## src/rtl/ip_address_to_text_core_macros.svh

```systemverilog
// assertion macros for the ip address to text core
// expects clk and rst_n in the scope of each use
`ifndef IP_ADDRESS_TO_TEXT_CORE_MACROS_SVH
`define IP_ADDRESS_TO_TEXT_CORE_MACROS_SVH

// same-cycle implication, off during reset
`define IATT_ASSERT_IMP(label, ante, cons, msg) \
    label: assert property (@(posedge clk) disable iff (!rst_n) (ante) |-> (cons)) \
        else $error(msg);

// next-cycle implication, off during reset
`define IATT_ASSERT_NXT(label, ante, cons, msg) \
    label: assert property (@(posedge clk) disable iff (!rst_n) (ante) |=> (cons)) \
        else $error(msg);

`endif

```

## src/rtl/iatt_pkg.sv

```systemverilog
// shared widths, codes and digit helpers for the ip address to text core
// no dependencies
`timescale 1ns / 1ps

package iatt_pkg;

    localparam int FAMILY_W = 2;
    localparam int HALF_W   = 64;
    localparam int SIZE_W   = 8;
    localparam int CHAR_W   = 8;
    localparam int STATUS_W = 2;

    localparam logic [FAMILY_W-1:0] FAM_V4 = 2'd0;
    localparam logic [FAMILY_W-1:0] FAM_V6 = 2'd1;

    localparam logic [STATUS_W-1:0] STAT_OK      = 2'd0;
    localparam logic [STATUS_W-1:0] STAT_NOSPACE = 2'd1;
    localparam logic [STATUS_W-1:0] STAT_UNSUP   = 2'd2;

    localparam logic [SIZE_W-1:0] V4_MIN_SIZE = 8'd16;
    localparam logic [SIZE_W-1:0] V6_MIN_SIZE = 8'd46;

    localparam logic [CHAR_W-1:0] CH_NUL   = 8'h00;
    localparam logic [CHAR_W-1:0] CH_ZERO  = 8'h30;
    localparam logic [CHAR_W-1:0] CH_LOW_A = 8'h61;
    localparam logic [CHAR_W-1:0] CH_DOT   = 8'h2e;
    localparam logic [CHAR_W-1:0] CH_COLON = 8'h3a;

    // position of the leading decimal digit of a byte (0 ones, 2 hundreds)
    function automatic logic [1:0] dec_top(input logic [7:0] v);
        logic [1:0] pos;
        if (v >= 8'd100)
            pos = 2'd2;
        else if (v >= 8'd10)
            pos = 2'd1;
        else
            pos = 2'd0;
        return pos;
    endfunction

    // one decimal digit of a byte; divide by ten via reciprocal multiply
    function automatic logic [3:0] dec_digit(input logic [7:0] v, input logic [1:0] pos);
        logic [1:0]  h;
        logic [6:0]  r;
        logic [14:0] p;
        logic [3:0]  t;
        logic [3:0]  o;
        logic [3:0]  d;
        if (v >= 8'd200)
            h = 2'd2;
        else if (v >= 8'd100)
            h = 2'd1;
        else
            h = 2'd0;
        r = 7'(v - 8'(h) * 8'd100);
        p = 15'(r) * 15'd205;
        t = 4'(p >> 11);
        o = 4'(r - 7'(t) * 7'd10);
        unique case (pos)
            2'd2:    d = 4'(h);
            2'd1:    d = t;
            default: d = o;
        endcase
        return d;
    endfunction

    // position of the leading significant nibble of a group
    function automatic logic [1:0] hex_top(input logic [15:0] g);
        logic [1:0] pos;
        if (g[15:12] != 4'd0)
            pos = 2'd3;
        else if (g[11:8] != 4'd0)
            pos = 2'd2;
        else if (g[7:4] != 4'd0)
            pos = 2'd1;
        else
            pos = 2'd0;
        return pos;
    endfunction

    function automatic logic [CHAR_W-1:0] hex_char(input logic [15:0] g, input logic [1:0] pos);
        logic [3:0] d;
        logic [CHAR_W-1:0] c;
        unique case (pos)
            2'd3:    d = g[15:12];
            2'd2:    d = g[11:8];
            2'd1:    d = g[7:4];
            default: d = g[3:0];
        endcase
        if (d < 4'd10)
            c = CH_ZERO + 8'(d);
        else
            c = CH_LOW_A + 8'(d) - 8'd10;
        return c;
    endfunction

endpackage

```

## src/rtl/iatt_chan_if.sv

```systemverilog
// valid/ready channel interfaces for the address input and the text output
// depends on iatt_pkg
`timescale 1ns / 1ps

interface iatt_in_if;
    import iatt_pkg::*;

    logic                valid;
    logic                ready;
    logic [FAMILY_W-1:0] family;
    logic [HALF_W-1:0]   addr_hi;
    logic [HALF_W-1:0]   addr_lo;
    logic [SIZE_W-1:0]   buffer_size;

    modport source (output valid, family, addr_hi, addr_lo, buffer_size, input ready);
    modport sink   (input valid, family, addr_hi, addr_lo, buffer_size, output ready);
endinterface

interface iatt_out_if;
    import iatt_pkg::*;

    logic                valid;
    logic                ready;
    logic [CHAR_W-1:0]   text_char;
    logic [STATUS_W-1:0] status;
    logic                last;

    modport source (output valid, text_char, status, last, input ready);
    modport sink   (input valid, text_char, status, last, output ready);
endinterface

```

## src/rtl/ip_address_to_text_core.sv

```systemverilog
// ip address to text: ipv4 has a setup state, then one character per cycle if ready
// ipv6 searches all 8 groups for the longest zero run (one group per cycle), then
// the setup state, then one character per cycle if ready: up to 39 characters
// errors give one NUL character; the single output register sets the character rate
// ready only while idle; a new address may enter while the last character still waits
// reset (rst_n low, async) returns to idle with no output pending
`timescale 1ns / 1ps

`include "ip_address_to_text_core_macros.svh"

module ip_address_to_text_core (
    input  logic       clk,
    input  logic       rst_n,
    iatt_in_if.sink    in_ch,
    iatt_out_if.source out_ch
);
    import iatt_pkg::*;

    typedef enum logic [4:0] {
        S_IDLE   = 5'b00001,
        S_SEARCH = 5'b00010,
        S_LOAD   = 5'b00100,
        S_EMIT   = 5'b01000,
        S_FAIL   = 5'b10000
    } state_t;

    state_t              state_reg, state_next;
    logic [127:0]        addr_reg, addr_next;
    logic                v6_reg, v6_next;
    logic [STATUS_W-1:0] err_reg, err_next;
    logic [2:0]          si_reg, si_next;
    logic [3:0]          cur_len_reg, cur_len_next;
    logic [2:0]          cur_start_reg, cur_start_next;
    logic [3:0]          best_len_reg, best_len_next;
    logic [2:0]          best_idx_reg, best_idx_next;
    logic [3:0]          gi_reg, gi_next;
    logic [1:0]          sep_cnt_reg, sep_cnt_next;
    logic [1:0]          dig_reg, dig_next;
    logic                comp_reg, comp_next;

    logic                out_valid_reg, out_valid_next;
    logic [CHAR_W-1:0]   char_reg, char_next;
    logic [STATUS_W-1:0] status_reg, status_next;
    logic                last_reg, last_next;

    logic [7:0][15:0]    grp;
    logic [3:0][7:0]     bytes;
    logic                slot_free;
    logic                in_xfer;

    // next element bookkeeping
    logic [3:0]          ent_idx;
    logic                ent_nosep;
    logic [15:0]         ent_grp;
    logic [7:0]          ent_byte;
    logic                ent_done;
    logic                ent_comp;
    logic [1:0]          ent_sep;
    logic [1:0]          ent_dig;

    logic [15:0]         cur_grp;
    logic [7:0]          cur_byte;
    logic [CHAR_W-1:0]   cur_char;
    logic [15:0]         srch_grp;
    logic [3:0]          run_len;

    assign grp       = addr_reg;
    assign bytes     = addr_reg[127:96];
    assign slot_free = !out_valid_reg || out_ch.ready;
    assign in_xfer   = in_ch.valid && in_ch.ready;

    assign in_ch.ready      = (state_reg == S_IDLE);
    assign out_ch.valid     = out_valid_reg;
    assign out_ch.text_char = char_reg;
    assign out_ch.status    = status_reg;
    assign out_ch.last      = last_reg;

    // group 0 sits in the top bits, hence the inverted index
    assign srch_grp = grp[~si_reg];
    assign run_len  = cur_len_reg + 4'd1;
    assign cur_grp  = grp[~gi_reg[2:0]];
    assign cur_byte = bytes[~gi_reg[1:0]];
    assign cur_char = v6_reg ? hex_char(cur_grp, dig_reg)
                             : CH_ZERO + 8'(dec_digit(cur_byte, dig_reg));

    always_comb
    begin
        ent_idx   = gi_reg;
        ent_nosep = 1'b0;
        if (state_reg == S_EMIT)
        begin
            if (sep_cnt_reg != 2'd0)
            begin
                // after "::" skip the whole zero run
                ent_idx   = gi_reg + best_len_reg;
                ent_nosep = 1'b1;
            end
            else
            begin
                ent_idx = gi_reg + 4'd1;
            end
        end
    end

    assign ent_grp  = grp[~ent_idx[2:0]];
    assign ent_byte = bytes[~ent_idx[1:0]];
    assign ent_done = v6_reg ? ent_idx[3] : (ent_idx[3] || ent_idx[2]);
    assign ent_comp = v6_reg && (best_len_reg != 4'd0) && (ent_idx[2:0] == best_idx_reg)
                      && !ent_done;
    assign ent_sep  = ent_comp ? 2'd2 : (((ent_idx != 4'd0) && !ent_nosep) ? 2'd1 : 2'd0);
    assign ent_dig  = v6_reg ? hex_top(ent_grp) : dec_top(ent_byte);

    always_comb
    begin
        state_next     = state_reg;
        addr_next      = addr_reg;
        v6_next        = v6_reg;
        err_next       = err_reg;
        si_next        = si_reg;
        cur_len_next   = cur_len_reg;
        cur_start_next = cur_start_reg;
        best_len_next  = best_len_reg;
        best_idx_next  = best_idx_reg;
        gi_next        = gi_reg;
        sep_cnt_next   = sep_cnt_reg;
        dig_next       = dig_reg;
        comp_next      = comp_reg;
        out_valid_next = out_valid_reg && !out_ch.ready;
        char_next      = char_reg;
        status_next    = status_reg;
        last_next      = last_reg;

        unique case (state_reg)
            S_IDLE:
            begin
                if (in_xfer)
                begin
                    addr_next      = {in_ch.addr_hi, in_ch.addr_lo};
                    v6_next        = (in_ch.family == FAM_V6);
                    si_next        = 3'd0;
                    cur_len_next   = 4'd0;
                    cur_start_next = 3'd0;
                    best_len_next  = 4'd0;
                    best_idx_next  = 3'd0;
                    gi_next        = 4'd0;
                    if (in_ch.family == FAM_V4)
                    begin
                        err_next   = STAT_NOSPACE;
                        state_next = (in_ch.buffer_size < V4_MIN_SIZE) ? S_FAIL : S_LOAD;
                    end
                    else if (in_ch.family == FAM_V6)
                    begin
                        err_next   = STAT_NOSPACE;
                        state_next = (in_ch.buffer_size < V6_MIN_SIZE) ? S_FAIL : S_SEARCH;
                    end
                    else
                    begin
                        err_next   = STAT_UNSUP;
                        state_next = S_FAIL;
                    end
                end
            end
            S_SEARCH:
            begin
                // strict compare keeps the earliest of equally long runs
                if (srch_grp == 16'd0)
                begin
                    cur_len_next = run_len;
                    if (cur_len_reg == 4'd0)
                        cur_start_next = si_reg;
                    if ((run_len > best_len_reg) && (run_len > 4'd1))
                    begin
                        best_len_next = run_len;
                        best_idx_next = cur_start_reg;
                    end
                end
                else
                begin
                    cur_len_next = 4'd0;
                end
                si_next = si_reg + 3'd1;
                if (si_reg == 3'd7)
                    state_next = S_LOAD;
            end
            S_LOAD:
            begin
                sep_cnt_next = ent_sep;
                dig_next     = ent_dig;
                comp_next    = ent_comp;
                state_next   = S_EMIT;
            end
            S_EMIT:
            begin
                if (slot_free)
                begin
                    out_valid_next = 1'b1;
                    status_next    = STAT_OK;
                    last_next      = 1'b0;
                    if (sep_cnt_reg != 2'd0)
                    begin
                        char_next    = v6_reg ? CH_COLON : CH_DOT;
                        sep_cnt_next = sep_cnt_reg - 2'd1;
                        if ((sep_cnt_reg == 2'd1) && comp_reg)
                        begin
                            if (ent_done)
                            begin
                                last_next  = 1'b1;
                                state_next = S_IDLE;
                            end
                            else
                            begin
                                gi_next      = ent_idx;
                                sep_cnt_next = ent_sep;
                                dig_next     = ent_dig;
                                comp_next    = ent_comp;
                            end
                        end
                    end
                    else
                    begin
                        char_next = cur_char;
                        if (dig_reg == 2'd0)
                        begin
                            if (ent_done)
                            begin
                                last_next  = 1'b1;
                                state_next = S_IDLE;
                            end
                            else
                            begin
                                gi_next      = ent_idx;
                                sep_cnt_next = ent_sep;
                                dig_next     = ent_dig;
                                comp_next    = ent_comp;
                            end
                        end
                        else
                        begin
                            dig_next = dig_reg - 2'd1;
                        end
                    end
                end
            end
            S_FAIL:
            begin
                if (slot_free)
                begin
                    out_valid_next = 1'b1;
                    char_next      = CH_NUL;
                    status_next    = err_reg;
                    last_next      = 1'b1;
                    state_next     = S_IDLE;
                end
            end
            default:
            begin
                state_next = S_IDLE;
            end
        endcase
    end

    always_ff @(posedge clk or negedge rst_n)
    begin
        if (!rst_n)
        begin
            state_reg     <= S_IDLE;
            out_valid_reg <= 1'b0;
        end
        else
        begin
            state_reg     <= state_next;
            out_valid_reg <= out_valid_next;
        end
    end

    always_ff @(posedge clk)
    begin
        addr_reg      <= addr_next;
        v6_reg        <= v6_next;
        err_reg       <= err_next;
        si_reg        <= si_next;
        cur_len_reg   <= cur_len_next;
        cur_start_reg <= cur_start_next;
        best_len_reg  <= best_len_next;
        best_idx_reg  <= best_idx_next;
        gi_reg        <= gi_next;
        sep_cnt_reg   <= sep_cnt_next;
        dig_reg       <= dig_next;
        comp_reg      <= comp_next;
        char_reg      <= char_next;
        status_reg    <= status_next;
        last_reg      <= last_next;
    end

    `IATT_ASSERT_NXT(a_accept_busy, in_xfer, state_reg != S_IDLE, "idle after input transfer")
    `IATT_ASSERT_IMP(a_err_shape, out_ch.valid && (out_ch.status != STAT_OK),
        (out_ch.text_char == CH_NUL) && out_ch.last, "malformed error result")
    `IATT_ASSERT_IMP(a_run_len, state_reg == S_LOAD, best_len_reg != 4'd1,
        "single zero group chosen for compression")
    `IATT_ASSERT_IMP(a_emit_idx, state_reg == S_EMIT, gi_reg < 4'd8,
        "element index past the address")

endmodule
```

## src/flat_wrapper.sv

```systemverilog
// flat-port wrapper written by rule: the top's interface ports become plain ports
module ip_address_to_text_core_flat import iatt_pkg::*;
  (clk, rst_n, in_ch_valid, in_ch_family, in_ch_addr_hi, in_ch_addr_lo, in_ch_buffer_size, in_ch_ready, out_ch_valid, out_ch_text_char, out_ch_status, out_ch_last, out_ch_ready);
  iatt_in_if in_ch_i ();
  iatt_out_if out_ch_i ();
  input  logic clk;
  input  logic rst_n;
  input wire logic [$bits(in_ch_i.valid)-1:0] in_ch_valid;
  input wire logic [$bits(in_ch_i.family)-1:0] in_ch_family;
  input wire logic [$bits(in_ch_i.addr_hi)-1:0] in_ch_addr_hi;
  input wire logic [$bits(in_ch_i.addr_lo)-1:0] in_ch_addr_lo;
  input wire logic [$bits(in_ch_i.buffer_size)-1:0] in_ch_buffer_size;
  output wire logic [$bits(in_ch_i.ready)-1:0] in_ch_ready;
  output wire logic [$bits(out_ch_i.valid)-1:0] out_ch_valid;
  output wire logic [$bits(out_ch_i.text_char)-1:0] out_ch_text_char;
  output wire logic [$bits(out_ch_i.status)-1:0] out_ch_status;
  output wire logic [$bits(out_ch_i.last)-1:0] out_ch_last;
  input wire logic [$bits(out_ch_i.ready)-1:0] out_ch_ready;
  assign in_ch_i.valid = in_ch_valid;
  assign in_ch_i.family = in_ch_family;
  assign in_ch_i.addr_hi = in_ch_addr_hi;
  assign in_ch_i.addr_lo = in_ch_addr_lo;
  assign in_ch_i.buffer_size = in_ch_buffer_size;
  assign in_ch_ready = in_ch_i.ready;
  assign out_ch_valid = out_ch_i.valid;
  assign out_ch_text_char = out_ch_i.text_char;
  assign out_ch_status = out_ch_i.status;
  assign out_ch_last = out_ch_i.last;
  assign out_ch_i.ready = out_ch_ready;
  ip_address_to_text_core u_core (.clk(clk), .rst_n(rst_n), .in_ch(in_ch_i), .out_ch(out_ch_i));
endmodule
```

## config.mk

```make
export PLATFORM = sky130hd
export DESIGN_NAME = ip_address_to_text_core_flat
export DESIGN_NICKNAME = d
export VERILOG_FILES = /design/src/rtl/iatt_pkg.sv /design/src/rtl/iatt_chan_if.sv /design/src/rtl/ip_address_to_text_core.sv /design/src/flat_wrapper.sv
export VERILOG_INCLUDE_DIRS = /design/src /design/src/rtl
export SDC_FILE = /design/constraint.sdc
export NUM_CORES = 1
export LEC_CHECK = 0
export ABC_CLOCK_PERIOD_IN_PS = 17380
export BUFFER_PORTS_ARGS = -buffer_cell sky130_fd_sc_hd__buf_2
export CORE_UTILIZATION = 35
export DETAILED_ROUTE_END_ITERATION = 8
export SETUP_SLACK_MARGIN = 0.02
export SYNTH_ARGS = -nofsm -noshare
export SYNTH_HDL_FRONTEND = slang
export SYNTH_SLANG_ARGS = --single-unit
```

## constraint.sdc

```tcl
create_clock -name clk -period 17.38 [get_ports clk]
set_input_delay 4.345 -clock clk [delete_from_list [all_inputs] [get_ports clk]]
set_output_delay 4.345 -clock clk [all_outputs]
set_load 0.03 [all_outputs]
```

==> flow_summary.yaml <==
final_layout:
  proportion_of_layout_cells_with_a_drive_suffix_above_1: 0.288
  finalNetCount: 1059
  utilization: 0.421
  syn2layout_area_growth_pct: 18.0
  largest_register_ff_count: 128
  fillers: 2516
synth:
  yosys_most_used_dff: "edfxtp_1"
  netlist-cell-type-count: 66
  netlist_area_sq_um: 9590
  synthArstFlopShare: 0.0347
  synth-edff-count: 167
  synth-seq-cells: 173
  synth_nets: 910
  post_synth_inst_count: 700
  synth_warnings: 0
  post_synthesis_area_per_instance_sq_um: 13.7
  synth.yosys.seq_area_share: 0.539
floorplan:
  die_width_um: 168
  start_util: 0.357
  die_h_um: 168
  core_area_sq_um: 26900
  floorplan.rows: 60
  design.portCount: 155
  floorplan.die_area_sq_um: 28100
global_routing:
  grt_start_max_net_pins: 81
  global_route_wire_length_before_repair_um: 36900
  via_count_of_the_first_global_routing_pass: 6651
  global_route.overflow_total: 0
  globalRouteTotalUtil: 0.174
  number_of_antenna_violations_at_the_first_check_in_global_routing: 6
sta:
  final.setup.tns_ns: 0
  final-setup-viol-count: 0
  final_min_period_over_clock_period: 0.508
  rsz0062_at_grt: "no"
  fmax_mhz: 113
  finalMaxSlewViolations: 0
  timing_worst_slew_pin_value_ns: 0.994
  timing.final.crit_period_ns: 8.83
  timing.slew.headroom: 0.337
  clock_skew_ns: 0.0170
  timing.final.hold_violations: 0
placed_design:
  buffers_on_ports: 152
  hpwl_um: 17900
  place.gp.congestion: 0.870
clock_network:
  cts_tree: "done"
  clock-root-buffer: "clkbuf_16"
  cts_setup_buffers: 0
  insertion_delay_ns: 0.44
  cts_htree_levels: 4
  cts_hold_repair.buffers: 0
  numCtsBuffers: 17
  post_cts.resized_instances: 0
  number_of_clock_sinks_seen_by_cts: 173
  clock_tree.buffer_depth: 2
  cts.clk_slew.worst_paths_ns: 0.07
setup_path:
  crit_path_top_delay_cell: "mux4_2"
  crit_type: "flip-flop to flip-flop"
  cpLargestDelayFamily: "adder cells"
  timing.critical_path.from_type: "flip-flop"
  crit_path_frequent_cell: "ha_1"
  critical_path_required_ns: 17.56
  crit_arrival_ns: 9.01
  timing.reg2reg.setup_slack_ns: 8.55
  r2r_end: "u_core.out_ch.text_char[3]"
  worst_setup_path_end_kind: "flip-flop"
  cpPeakStageDelay_ns: 0.65
  worstReg2RegStart: "u_core.gi_reg[0]"
  critical_path_buf_inv_count: 3
  ff2ff_path_depth: 28
  highest_net_fanout_along_the_worst_path: 43
hold_path:
  hold_path.class: "flip-flop to flip-flop"
  holdCritStartpoint: "u_core.cur_start_reg[2]"
  worstHoldEndpoint: "u_core.best_idx_reg[2]"
  hold_depth: 1
routing:
  drt_first_pass_iters: 5
  postRouteAntennaNets: 0
  route.detailed.drc: 0
  routed_via_density: 5.34
  route.vias.total: 6445
  drt_first_iter_violations: 395
  routed_wire_length_per_instance_um: 19.5
  postRouteWirelength_um: 23500
run_status:
  run_status: "completed"
job:
  max-cap-violations: 0
## cell type report
cell class | count | area, sq um | area share
diodes | 4 | 10.0 | 0.000885
clock buffers | 17 | 425 | 0.0376
clock inverters | 15 | 196 | 0.0174
inverters | 52 | 198 | 0.0175
multi-input cells | 448 | 4090 | 0.362
flip-flops and latches | 173 | 5170 | 0.457
well taps | 341 | 427 | 0.0377
repair buffers | 157 | 798 | 0.0706
## layout by cell type, fill, tap and decap left out, types with 6 or more instances in the layout
master	netlist	layout
nand2b_1	7	7
edfxtp_1	167	167
nand3_1	13	13
fa_1	11	11
o211ai_1	6	6
nor4_1	28	28
xnor2_1	13	13
buf_2	7	152
or4_1	7	7
nand2_1	21	21
xor2_1	6	6
a21oi_1	18	18
and2_1	14	14
nand4_1	7	7
nor3_1	11	11
ha_1	57	57
mux4_2	43	43
o21ai_0	17	17
mux2i_1	17	17
inv_8	0	6
clkbuf_16	0	17
nor2_1	61	61
inv_1	51	50
## worst max-delay path by stage
stage | cells past startpoint | startpoint | end
after floorplan | 29 | u_core.gi_reg[0] | u_core.out_ch.text_char[3]
after global placement | 28 | u_core.gi_reg[0] | u_core.out_ch.text_char[3]
after detailed placement | 28 | u_core.gi_reg[0] | u_core.out_ch.text_char[3]
after CTS | 28 | u_core.gi_reg[0] | u_core.out_ch.text_char[3]
after global routing | 28 | u_core.gi_reg[0] | u_core.out_ch.text_char[3]
final | 28 | u_core.gi_reg[0] | u_core.out_ch.text_char[3]
## kinds of logic after synthesis
kind of cell,Yosys count,share of synthesized area
AO/OA/AOI/OAI,102,0.0745
XOR/XNOR,19,0.0174
adder cells (fa/ha/maj),68,0.0974
buffers and inverters,79,0.0346
flip-flops,173,0.539
multiplexers,66,0.134
other,1,0.000391
AND/OR/NAND/NOR,192,0.103
## per-stage QoR
step	instances	hold slack (ns)	cell area, sq um	worst slack (ns)
floorplan	700	0.497	9590	9.73
global placement	1171	0.500	10700	8.54
detailed placement	1171	0.505	10700	8.47
CTS	1203	0.522	11300	8.43
global route	1204	0.534	11300	8.01
finish	1207	0.520	11300	8.55
## synthesized netlist by cell type, drive strengths merged (5+ instances only)
master	instances	share of area
edfxtp	167	0.52
nor2	61	0.024
ha	57	0.074
inv	52	0.020
mux4	48	0.11
nor4	28	0.018
nand2	22	0.0089
o21ai	21	0.012
a21oi	19	0.010
mux2i	17	0.018
and2	14	0.0091
buf	14	0.0091
clkbuf	13	0.0051
nand3	13	0.0068
xnor2	13	0.012
nor3	12	0.0068
fa	11	0.023
nand2b	7	0.0046
nand4	7	0.0046
or4	7	0.0055
o211ai	6	0.0047
xor2	6	0.0055
a211oi	5	0.0039
dfrtp	5	0.013
nor2b	5	0.0033
o21a	5	0.0039
## routing by layer
layer  vias to the layer above  track usage  share of wire
met5                         -            0         0.0014
met4                         6       0.0491          0.013
met3                        26       0.0447          0.065
met2                       242        0.290           0.49
met1                      3134        0.223           0.43
li1                       3037            -              -
## worst register-to-register path, delay by kind of cell, from the launching register on
kind | cells | cell delay, ns
fa+ha+maj | 9 | 3.06
mux | 1 | 0.69
flops | 1 | 0.33
simple gates | 4 | 0.86
buf+inv | 3 | 0.71
compound gates | 6 | 1.86
xor+xnor | 5 | 1.04
Power is left out: the tool's default activity adds up to more than one toggle a clock period on the data nets, which glitch-free logic cannot reach.
